File: src/rtl/core/mbe_pkg.sv
package mbe_pkg;

  localparam int CFG_W     = 48;
  localparam int STEP_W    = 47;
  localparam int CFG_IDX_W = 3;

  typedef enum logic [CFG_IDX_W-1:0] {
    REG_X_MIN,
    REG_Y_MAX,
    REG_STEP_X,
    REG_STEP_Y,
    REG_MAX_ITER
  } cfg_reg_t;

  localparam int                   MAX_ITER_RESET = 256;
  localparam logic [15:0]          MAX_ITER_MASK  = 16'hFFFF;

  // offset along an axis is clamped to 2^49 before it is added to the edge
  localparam int                   CLAMP_W     = 50;
  localparam logic [CLAMP_W-1:0]   COORD_CLAMP = 50'h2_0000_0000_0000;

endpackage

File: src/rtl/core/mbe_mul.sv
module mbe_mul #(
  parameter int WIDTH = 48
) (
  input  logic               clk,
  input  logic               rst,
  input  logic               go,
  input  logic [WIDTH-1:0]   a,
  input  logic [WIDTH-1:0]   b,
  output logic               done,
  output logic [2*WIDTH-1:0] p
);

  localparam int NCH  = (WIDTH + 31) / 32;
  localparam int CH   = (WIDTH + NCH - 1) / NCH;
  localparam int PADW = NCH * CH;
  localparam int IW   = (NCH > 1) ? $clog2(NCH) : 1;
  localparam int SW   = $clog2(2 * NCH);
  localparam int ACCW = 2 * PADW;
  localparam logic [IW-1:0] LAST = IW'(NCH - 1);

  logic [PADW-1:0] a_r, b_r;
  logic [IW-1:0]   ia, ib;
  logic            issuing;
  logic [2*CH-1:0] prod;
  logic [SW-1:0]   prod_sh;
  logic            prod_vld, prod_last;
  logic [ACCW-1:0] acc;

  // one chunk product a cycle, registered, then shifted into the accumulator
  always_ff @(posedge clk) begin
    if (rst) begin
      issuing  <= 1'b0;
      prod_vld <= 1'b0;
      done     <= 1'b0;
    end else begin
      done     <= 1'b0;
      prod_vld <= 1'b0;
      if (go) begin
        a_r     <= PADW'(a);
        b_r     <= PADW'(b);
        ia      <= '0;
        ib      <= '0;
        issuing <= 1'b1;
        acc     <= '0;
      end else if (issuing) begin
        prod      <= a_r[ia*CH +: CH] * b_r[ib*CH +: CH];
        prod_sh   <= SW'(ia) + SW'(ib);
        prod_last <= (ia == LAST) && (ib == LAST);
        prod_vld  <= 1'b1;
        if (ib == LAST) begin
          ib <= '0;
          ia <= ia + 1'b1;
        end else begin
          ib <= ib + 1'b1;
        end
        if ((ia == LAST) && (ib == LAST)) begin
          issuing <= 1'b0;
        end
      end
      if (prod_vld) begin
        acc <= acc + (ACCW'(prod) << (prod_sh * CH));
        if (prod_last) begin
          done <= 1'b1;
        end
      end
    end
  end

  assign p = acc[2*WIDTH-1:0];

endmodule

File: src/rtl/core/mandelbrot_escape_time_pixel.sv
// Escape-time evaluator for one pixel. An item (column, row) is taken when start is high
// and busy is low; the block then maps it onto the window set by the configuration
// registers and iterates z = z^2 + c on a single shared multiplier that works on chunks
// of at most 32 bits, with NCH = ceil(MW/32) chunks per operand (MW = 48 at the default
// FRAC_BITS, so NCH = 2). Mapping takes one multiply pass per axis, and each iteration
// needs three passes (u*v, u*u and v*v). Busy stays high from the accept until the
// result strobe done, so a new item is not taken while the last one is being worked on.
// The result is valid on the output ports only while done is high and cannot be held
// off; a new item may be started in that same cycle. Configuration must be written only
// while busy is low; the block itself does not enforce this.
module mandelbrot_escape_time_pixel #(
  parameter int FRAC_BITS  = 44,
  parameter int ITER_BITS  = 16,
  parameter int COORD_BITS = 12
) (
  input  logic                          clk,
  input  logic                          rst,
  input  logic                          cfg_write,
  input  logic [mbe_pkg::CFG_IDX_W-1:0] cfg_index,
  input  logic [mbe_pkg::CFG_W-1:0]     cfg_data,
  input  logic                          start,
  output logic                          busy,
  input  logic [COORD_BITS-1:0]         column,
  input  logic [COORD_BITS-1:0]         row,
  output logic                          done,
  output logic [COORD_BITS-1:0]         pixel_column,
  output logic [COORD_BITS-1:0]         pixel_row,
  output logic [ITER_BITS-1:0]          colour
);

  import mbe_pkg::*;

  // signed width of u and v, magnitude width, product width
  localparam int UW = ((FRAC_BITS + 2 > CFG_W - 1) ? FRAC_BITS + 2 : CFG_W - 1) + 2;
  localparam int MW = UW - 1;
  localparam int PW = 2 * MW;
  localparam int SUMW = CFG_W + 4;
  localparam logic [PW:0] FOUR = (PW + 1)'(1) << (2 * FRAC_BITS + 2);

  typedef enum logic [2:0] {
    S_IDLE,
    S_CX,
    S_CY,
    S_TEST,
    S_UV,
    S_NV,
    S_SQU,
    S_SQV
  } state_t;

  function automatic logic signed [CFG_W-1:0] sat_coord(input logic signed [SUMW-1:0] s);
    logic [SUMW-CFG_W:0] top;
    top = s[SUMW-1:CFG_W-1];
    if ((top == '0) || (top == '1)) begin
      return s[CFG_W-1:0];
    end else if (s[SUMW-1]) begin
      return {1'b1, {(CFG_W-1){1'b0}}};
    end else begin
      return {1'b0, {(CFG_W-1){1'b1}}};
    end
  endfunction

  logic signed [CFG_W-1:0]  x_min, y_max;
  logic [STEP_W-1:0]        step_x, step_y;
  logic [ITER_BITS-1:0]     max_iter;

  state_t                   state;
  logic [COORD_BITS-1:0]    col_r, row_r;
  logic signed [UW-1:0]     cx, cy, u, v;
  logic [PW-1:0]            u2, v2;
  logic signed [PW:0]       d_r, uv_s;
  logic [ITER_BITS-1:0]     k;
  logic                     mul_go, mul_done;
  logic [MW-1:0]            mul_a, mul_b;
  logic [PW-1:0]            mul_p;

  logic [CLAMP_W-1:0]       pc;
  logic signed [SUMW-1:0]   off, sum_x, sum_y;
  logic [PW:0]              mag2;
  logic                     escaped;
  logic [MW-1:0]            mag_u, mag_v;
  logic signed [UW-1:0]     nu, nv;

  always_ff @(posedge clk) begin
    if (rst) begin
      x_min    <= '0;
      y_max    <= '0;
      step_x   <= '0;
      step_y   <= '0;
      max_iter <= ITER_BITS'(MAX_ITER_RESET);
    end else if (cfg_write) begin
      unique case (cfg_index)
        REG_X_MIN:    x_min    <= cfg_data;
        REG_Y_MAX:    y_max    <= cfg_data;
        REG_STEP_X:   step_x   <= cfg_data[STEP_W-1:0];
        REG_STEP_Y:   step_y   <= cfg_data[STEP_W-1:0];
        REG_MAX_ITER: max_iter <= cfg_data[ITER_BITS-1:0] & ITER_BITS'(MAX_ITER_MASK);
        default: ;
      endcase
    end
  end

  mbe_mul #(.WIDTH(MW)) u_mul (
    .clk  (clk),
    .rst  (rst),
    .go   (mul_go),
    .a    (mul_a),
    .b    (mul_b),
    .done (mul_done),
    .p    (mul_p)
  );

  always_comb begin
    pc      = (mul_p > PW'(COORD_CLAMP)) ? COORD_CLAMP : mul_p[CLAMP_W-1:0];
    off     = $signed({{(SUMW-CLAMP_W){1'b0}}, pc});
    sum_x   = SUMW'(x_min) + off;
    sum_y   = SUMW'(y_max) - off;
    mag2    = {1'b0, u2} + {1'b0, v2};
    escaped = (mag2 >= FOUR);
    mag_u   = u[UW-1] ? MW'(-u) : MW'(u);
    mag_v   = v[UW-1] ? MW'(-v) : MW'(v);
    // floor division by a power of two is an arithmetic right shift
    nu      = UW'(d_r >>> FRAC_BITS) + cx;
    nv      = UW'(uv_s >>> (FRAC_BITS - 1)) + cy;
  end

  assign busy = (state != S_IDLE);

  always_ff @(posedge clk) begin
    if (rst) begin
      state  <= S_IDLE;
      done   <= 1'b0;
      mul_go <= 1'b0;
    end else begin
      done   <= 1'b0;
      mul_go <= 1'b0;
      unique case (state)
        S_IDLE: begin
          if (start) begin
            col_r  <= column;
            row_r  <= row;
            mul_a  <= MW'(step_x);
            mul_b  <= MW'(column);
            mul_go <= 1'b1;
            state  <= S_CX;
          end
        end
        S_CX: begin
          if (mul_done) begin
            cx     <= UW'(sat_coord(sum_x));
            mul_a  <= MW'(step_y);
            mul_b  <= MW'(row_r);
            mul_go <= 1'b1;
            state  <= S_CY;
          end
        end
        S_CY: begin
          if (mul_done) begin
            cy    <= UW'(sat_coord(sum_y));
            u     <= '0;
            v     <= '0;
            u2    <= '0;
            v2    <= '0;
            k     <= ITER_BITS'(1);
            state <= S_TEST;
          end
        end
        S_TEST: begin
          d_r <= $signed({1'b0, u2}) - $signed({1'b0, v2});
          if ((k >= max_iter) || escaped) begin
            pixel_column <= col_r;
            pixel_row    <= row_r;
            colour       <= (k >= max_iter) ? '0 : (k & ITER_BITS'(MAX_ITER_MASK));
            done         <= 1'b1;
            state        <= S_IDLE;
          end else begin
            mul_a  <= mag_u;
            mul_b  <= mag_v;
            mul_go <= 1'b1;
            state  <= S_UV;
          end
        end
        S_UV: begin
          if (mul_done) begin
            // sign of u*v from the old u and v
            uv_s  <= (u[UW-1] ^ v[UW-1]) ? -$signed({1'b0, mul_p}) : $signed({1'b0, mul_p});
            u     <= nu;
            state <= S_NV;
          end
        end
        S_NV: begin
          v      <= nv;
          mul_a  <= mag_u;
          mul_b  <= mag_u;
          mul_go <= 1'b1;
          state  <= S_SQU;
        end
        S_SQU: begin
          if (mul_done) begin
            u2     <= mul_p;
            mul_a  <= mag_v;
            mul_b  <= mag_v;
            mul_go <= 1'b1;
            state  <= S_SQV;
          end
        end
        S_SQV: begin
          if (mul_done) begin
            v2    <= mul_p;
            k     <= k + 1'b1;
            state <= S_TEST;
          end
        end
        default: state <= S_IDLE;
      endcase
    end
  end

endmodule

File: config.mk
export PLATFORM = sky130hd
export DESIGN_NAME = mandelbrot_escape_time_pixel
export DESIGN_NICKNAME = d
export VERILOG_FILES = /design/src/rtl/core/mbe_pkg.sv /design/src/rtl/core/mbe_mul.sv /design/src/rtl/core/mandelbrot_escape_time_pixel.sv
export SDC_FILE = /design/constraint.sdc
export NUM_CORES = 2
export LEC_CHECK = 0
export BUFFER_PORTS_ARGS = -buffer_cell sky130_fd_sc_hd__buf_2
export CAP_MARGIN = 30
export CORE_MARGIN = 1.5
export CORE_UTILIZATION = 40
export CTS_CLUSTER_DIAMETER = 50
export DETAILED_ROUTE_END_ITERATION = 8
export GPL_TIMING_DRIVEN = 0
export HOLD_SLACK_MARGIN = 0.06
export SYNTH_ARGS = -nofsm -noshare
export SYNTH_HDL_FRONTEND = slang
export SYNTH_HIERARCHICAL = 1
export SYNTH_SLANG_ARGS = --single-unit
File: constraint.sdc
create_clock -name clk -period 9.7 [get_ports clk]
set_input_delay 0.485 -clock clk [delete_from_list [all_inputs] [get_ports clk]]
set_output_delay 0.485 -clock clk [all_outputs]
set_load 0.1 [all_outputs]
# [Word level (Yosys, flattened, before mapping)]
# Index checks and enable logic that the tools add are counted.
# W data, S select, Z words.
[totals] ff_bits=1206 input_bits=79 output_inout_bits=42 wordCells=180
[classes] n_addsub=14 multipliers=4 order_cmp=3 eq_ne=21 shifts=3 mux=51 bitwise=5 reduce_logical=44
[op_table] operator="$mux W48" n=13
[op_table] operator="$pmux W48 S5" n=2
[op_table] operator="$mux W96" n=4
[op_table] operator="$pmux W96 S2" n=2
[op_table] operator="$pmux W49 S2" n=2
[op_table] operator="$add A49 B48 Y49" n=2
[op_table] operator="$mux W49" n=2
[op_table] operator="$add A96 B96 Y97" n=1
[op_table] operator="$ge A97 B91 Y1 const B" n=1
[op_table] operator="$add A96 B96 Y96" n=1
[op_table] operator="$gt A96 B50 Y1 const B" n=1
[op_table] operator="$neg A48 Y48" n=2
[op_table] operator="$shiftx A48 B7 Y24" n=2
[op_table] operator="$shl A48 B7 Y96" n=1
[op_table] operator="$sub A93 B93 Y93" n=1
[op_table] operator="$mux W92" n=1
[op_table] operator="$neg A92 Y92" n=1
[op_table] operator="$add A48 B51 Y52" n=1
[op_table] operator="$sub A48 B51 Y52" n=1
[op_table] operator="$mux W50" n=1
[op_table] operator="$mul A24 B24 Y48" n=1
[op_table] operator="$mux W16" n=2
[op_table] operator="$pmux W16 S2" n=1
[op_table] operator="$reduce_and A3 Y1" n=8
[op_table] operator="30 further kinds" n=91

# [Depth between registers and ports, before layout]
[depth] ltp_word=6 mapped_depth=31 ltp_nobuf=27

# [Cells and area by module]
# Netlist, hierarchy kept.
[by_module_without_submodules] module="mandelbrot_escape_time_pixel" instances=1 cells_each=6145 area_per_inst_um2=56135.1 seq_area_each_um2=24043.1
[by_module_without_submodules] module="mbe_mul" instances=1 cells_each=3910 area_per_inst_um2=35335.1 seq_area_each_um2=7387.1

# [Worst setup path before layout]
# No wires, ideal clock.
[synth_timing] kind="register to register" start="reg state[1]" end="reg k[0], enable pin" setup_time_ns=0.720 arrival_ns=8.469 t_required_ns=8.980 slack_ns=0.511 path_stages_with_launch=5 n_path_buf=2 synth_period_minus_slack_ns=9.189 cell_sequence="dfxtp_1 -> inv_2 -> buf_1 -> clkbuf_1 -> nor3_1"
[synth_via] elab_chain_cells=3 word_cells_on_any_way=6 classes_between="eq/ne: 4; reduce/logical: 2"
[synth_rtl] element="start, declared" line_no="mandelbrot_escape_time_pixel.sv:67" source="state_t state;"
[synth_rtl] element="start signal, assigned" line_no="mandelbrot_escape_time_pixel.sv:131" source="state <= S_IDLE;"
[synth_rtl] element="start signal, assigned" line_no="mandelbrot_escape_time_pixel.sv:145" source="state <= S_CX;"
[synth_rtl] element="start signal, assigned" line_no="mandelbrot_escape_time_pixel.sv:154" source="state <= S_CY;"
[synth_rtl] element="$eq A3 B3 Y1 or $eq A3 B2 Y1 (tied branches)" line_no="mandelbrot_escape_time_pixel.sv:137" source="unique case (state)"
[synth_rtl] element="$ne A2 B1 Y1 (no line) or $reduce_bool A2 Y1 (tied branches)"
[synth_rtl] element="$reduce_and A4 Y1 (no line) (*)"
[synth_rtl] element="end signal, assigned" line_no="mandelbrot_escape_time_pixel.sv:210" source="k <= k + 1'b1;"
[synth_rtl] element="end, declared" line_no="mandelbrot_escape_time_pixel.sv:72" source="logic [ITER_BITS-1:0] k;"
# Mark *: on every way between the ends. The rest lies on a longest branch, timed or not.
# A chain may end at the register's enable or synchronous reset.

# [Final worst setup path]
[layout_timing] start="reg u_mul.ia" end="reg u_mul.prod[47] (data pin)"
[layout_via] elab_chain_cells=3
[layout_rtl] element="start, declared" line_no="mbe_mul.sv:22" source="logic [IW-1:0] ia, ib;"
[layout_rtl] element="start signal, assigned" line_no="mbe_mul.sv:52" source="ia <= ia + 1'b1;"
[layout_rtl] element="$mul A1 B2 Y3" line_no="mbe_mul.sv:46" source="prod <= a_r[ia*CH +: CH] * b_r[ib*CH +: CH];"
[layout_rtl] element="$shiftx A48 B7 Y24" line_no="mbe_mul.sv:46"
[layout_rtl] element="$mul A24 B24 Y48" line_no="mbe_mul.sv:46"
[layout_rtl] element="end signal, assigned" line_no="mbe_mul.sv:46"
[layout_rtl] element="end, declared" line_no="mbe_mul.sv:24" source="logic [2*CH-1:0] prod;"
# No other way between the ends.

==> flow_summary.ini <==
[clocking]
post_cts.repair.setup_buffers = 0
clock-sinks = 1118
root_buffer = clkbuf_16
htree_levels = 4
cts_tree = done
clk_latency_ns = 0.86
cts.path.max_buffers = 3
numCtsBuffers = 159
clk_pin_slew_ns = 0.06

[routing]
drt-total-wl_um = 391000
wl_per_cell_um = 28.6
ant_nets = 0
drt_iter0_drc = 8285
num_vias = 79900
vias_per_cell = 5.85
route.detailed.drc = 0
first_pass_iters = 8

[layout]
syn2layout_area_growth_pct = 13.2
nNetsFinal = 11700
drive_gt1_frac = 0.0713
multi_input_area_sq_mm = 0.0549
fillers = 22100
final-seq-area_sq_mm = 0.0314

[global_route]
globalRouteOverflowTotal = 0
gr-usage-all-layers = 0.332
antenna_found_initial = 39
grt_pass1_vias = 77400
grt_max_degree = 61
grt_pass1_wl_um = 552000

[logic_synthesis]
synthArstFlopShare = 0
synth_seq_cells = 1118
synthMuxAreaShare = 0.0200
synth_edf_count = 904
synth_most_common_cell = nand2_1
synthSimpleGateAreaFrac = 0.161
synth_top_area_frac = 0.297
syn_inst = 10100
seq_area_frac_synth = 0.344
synth_fa_ha_area_frac = 0.200
ys.flop_type = edfxtp_1
synth-compound-area-share = 0.169
synth_xor_area_frac = 0.0472
synth_cell_types = 114
synth_area_leaders = edfxtp_1 (30%), fa_1 (11%), ha_1 (9.3%)
syn_area_sq_mm = 0.0915
synth_fp_nets = 11300
postSynthAreaPerCell_sq_um = 9.10
synth_top_area_cell = edfxtp_1
synth_top_family_by_area = adder cells
yosysWarnings = 6
synth.top_cells.by_count = nand2_1 (1240), nor2_1 (927), inv_1 (916)

[sta]
fin_skew_ns = 0.0540
period_minus_slack_ns = 9.31
min_period_over_period = 0.960
rsz0062_at_grt = false
tightest_slew_ns = 1.14
fmax_mhz = 107
drv_slew = 0
hold_viol_final = 0
finalSetupViolations = 0
max_slew_margin = 0.237
tns_ns = 0

[worst_setup_path]
critPathSlowestCell = mux2i_1
critPathMaxFanout = 10
worst-r2r-setup-slack_ns = 0.39
cp.depth = 28
slowest_delay_ns = 0.62
worstPathRequired_ns = 10.24
reg2reg_from = u_mul/ia$_SDFFCE_PP0P_
r2r-end = u_mul/prod[47]$_DFFE_PP_
path_buf_inv = 9
cp_common_cell = fa_1
critPathTopFamily = adder cells
cp-start-kind = flip-flop
crit_arrival_ns = 9.86
reg2reg_depth = 28
crit_type = reg2reg
critPathCaptureType = flip-flop

[die]
rows = 175
die-area_sq_mm = 0.232
die_y_um = 481
core_sq_mm = 0.227
die_w_um = 481
start_util = 0.402
io_pins = 121

[hold_path]
hold_depth = 2
hold_start = rst
hp-class = in2reg
hold_path_end = u_mul/issuing$_SDFF_PP0_

[placed_design]
port-buffer-count = 119
dp_hpwl_um = 317000
routabilityCongestion = 1.08

[pwr]
powerDensity_mw_per_mm2 = 307
peakVddDrop_v = 0.000778
p_leak_nw = 43.4
power_w = 0.0317

[flow_run]
max_cap_viol_count = 0

[outcome]
status = complete, no violations
stage by stage:
| stage | cell area [sq um] | std cells | worst slack, ns | util | hold slack [ns] |
|---|---|---|---|---|---|
| global route | 104000 | 13600 | 0.0185 | 0.455 | 0.102 |
| finish | 104000 | 13700 | 0.386 | 0.456 | 0.117 |
| global placement | 95800 | 13200 | -6.56 | 0.422 | 0.401 |
| floorplan | 91500 | 10100 | 0.511 | - | 0.400 |
| detailed placement | 97100 | 13300 | -0.403 | 0.427 | 0.405 |
| CTS | 103000 | 13600 | 0.0257 | 0.455 | 0.0606 |
worst max-delay path by stage:
stage	start	end	slack [ns]
2_1_floorplan	state[1]$_SDFFE_PP0P_	k[0]$_SDFFCE_PN1P_	0.51
3_3_place_gp	rst	v2[37]$_SDFFCE_PN0P_	-6.56
3_5_place_dp	u_mul/ib$_SDFFCE_PN0P_	u_mul/prod[47]$_DFFE_PP_	-0.40
4_1_cts	u_mul/ib$_SDFFCE_PN0P_	u_mul/prod[47]$_DFFE_PP_	0.03
5_1_grt	u_mul/ia$_SDFFCE_PP0P_	u_mul/prod[44]$_DFFE_PP_	0.02
6_report	u_mul/ia$_SDFFCE_PP0P_	u_mul/prod[47]$_DFFE_PP_	0.39
timing repair:
item / CTS / global route
setup endpoints to repair: 15 / 20
cloned: 0 / 0
resized for setup: 10 / 78
hold buffers: 71 / 0
endpoints found under the hold margin: 204 / 0
cell type report:
cell class / instances / share of cell area
clock buffers: 181 / 0.0398
plain buffers: 501 / 0.0192
repair buffers: 274 / 0.0236
diodes: 24 / 0.000580
inverters: 921 / 0.0334
well taps: 3009 / 0.0364
clock inverters: 116 / 0.0139
multi-input cells: 7508 / 0.530
flip-flops and latches: 1118 / 0.303
placed cells by master, fill, tap and decap left out, types with 161 or more instances in the layout:
master / n
ha_1: 677
xnor2_1: 252
nand2_1: 1240
a21o_1: 278
fa_1: 488
and2_1: 245
xor2_1: 241
dfxtp_1: 214
a21oi_1: 841
clkbuf_16: 161
inv_1: 915
clkbuf_1: 423
edfxtp_1: 904
o21ai_0: 443
nor2_1: 922
cells by family after synthesis:
logic type                 Yosys count
and+or+nand+nor                   3223
DFF                               1118
AOI/OAI and AO/OA                 2454
muxes                              171
buffers and inverters             1429
adders and majority gates         1167
xor gates and xnor gates           493
report_power, final:
group / internal, W / switching [W] / leakage (nW) / total [W]
clock: 0.00358 / 0.00252 / 2.69 / 0.00610
combinational: 0.00703 / 0.0123 / 30.2 / 0.0193
sequential: 0.00606 / 0.000248 / 10.5 / 0.00631
total: 0.0167 / 0.0151 / 43.4 / 0.0317
worst register-to-register path, delay by kind of cell (launching register included):
family | cells | cell delay (ns)
adders and majority gates | 8 | 3.93
buffers and inverters | 9 | 2.00
muxes | 1 | 0.63
xor gates and xnor gates | 1 | 0.13
and+or+nand+nor | 5 | 1.05
DFF | 1 | 0.47
AOI/OAI and AO/OA | 4 | 0.86
registers in the layout, indices dropped and copies added, names as in the netlist, 48 cells and up:
name / cells
u2: 96
v: 49
u: 49
mul_b: 48
v2: 96
d_r: 49
cy: 48
u_mul/p: 96
u_mul/b_r: 48
x_min: 48
cx: 48
u_mul/a_r: 48
mul_a: 48
u_mul/prod: 48
uv_s: 49
y_max: 48
per-layer routing:
layer / share of wire / global-route usage / vias up
met2: 0.44 / 0.510 / 3717
met3: 0.090 / 0.0773 / 840
met4: 0.060 / 0.176 / 16
met1: 0.41 / 0.434 / 39500
met5: 0.00028 / 0 / -
li1: - / - / 35900
Note: power is estimated with default switching activity, not from simulation.
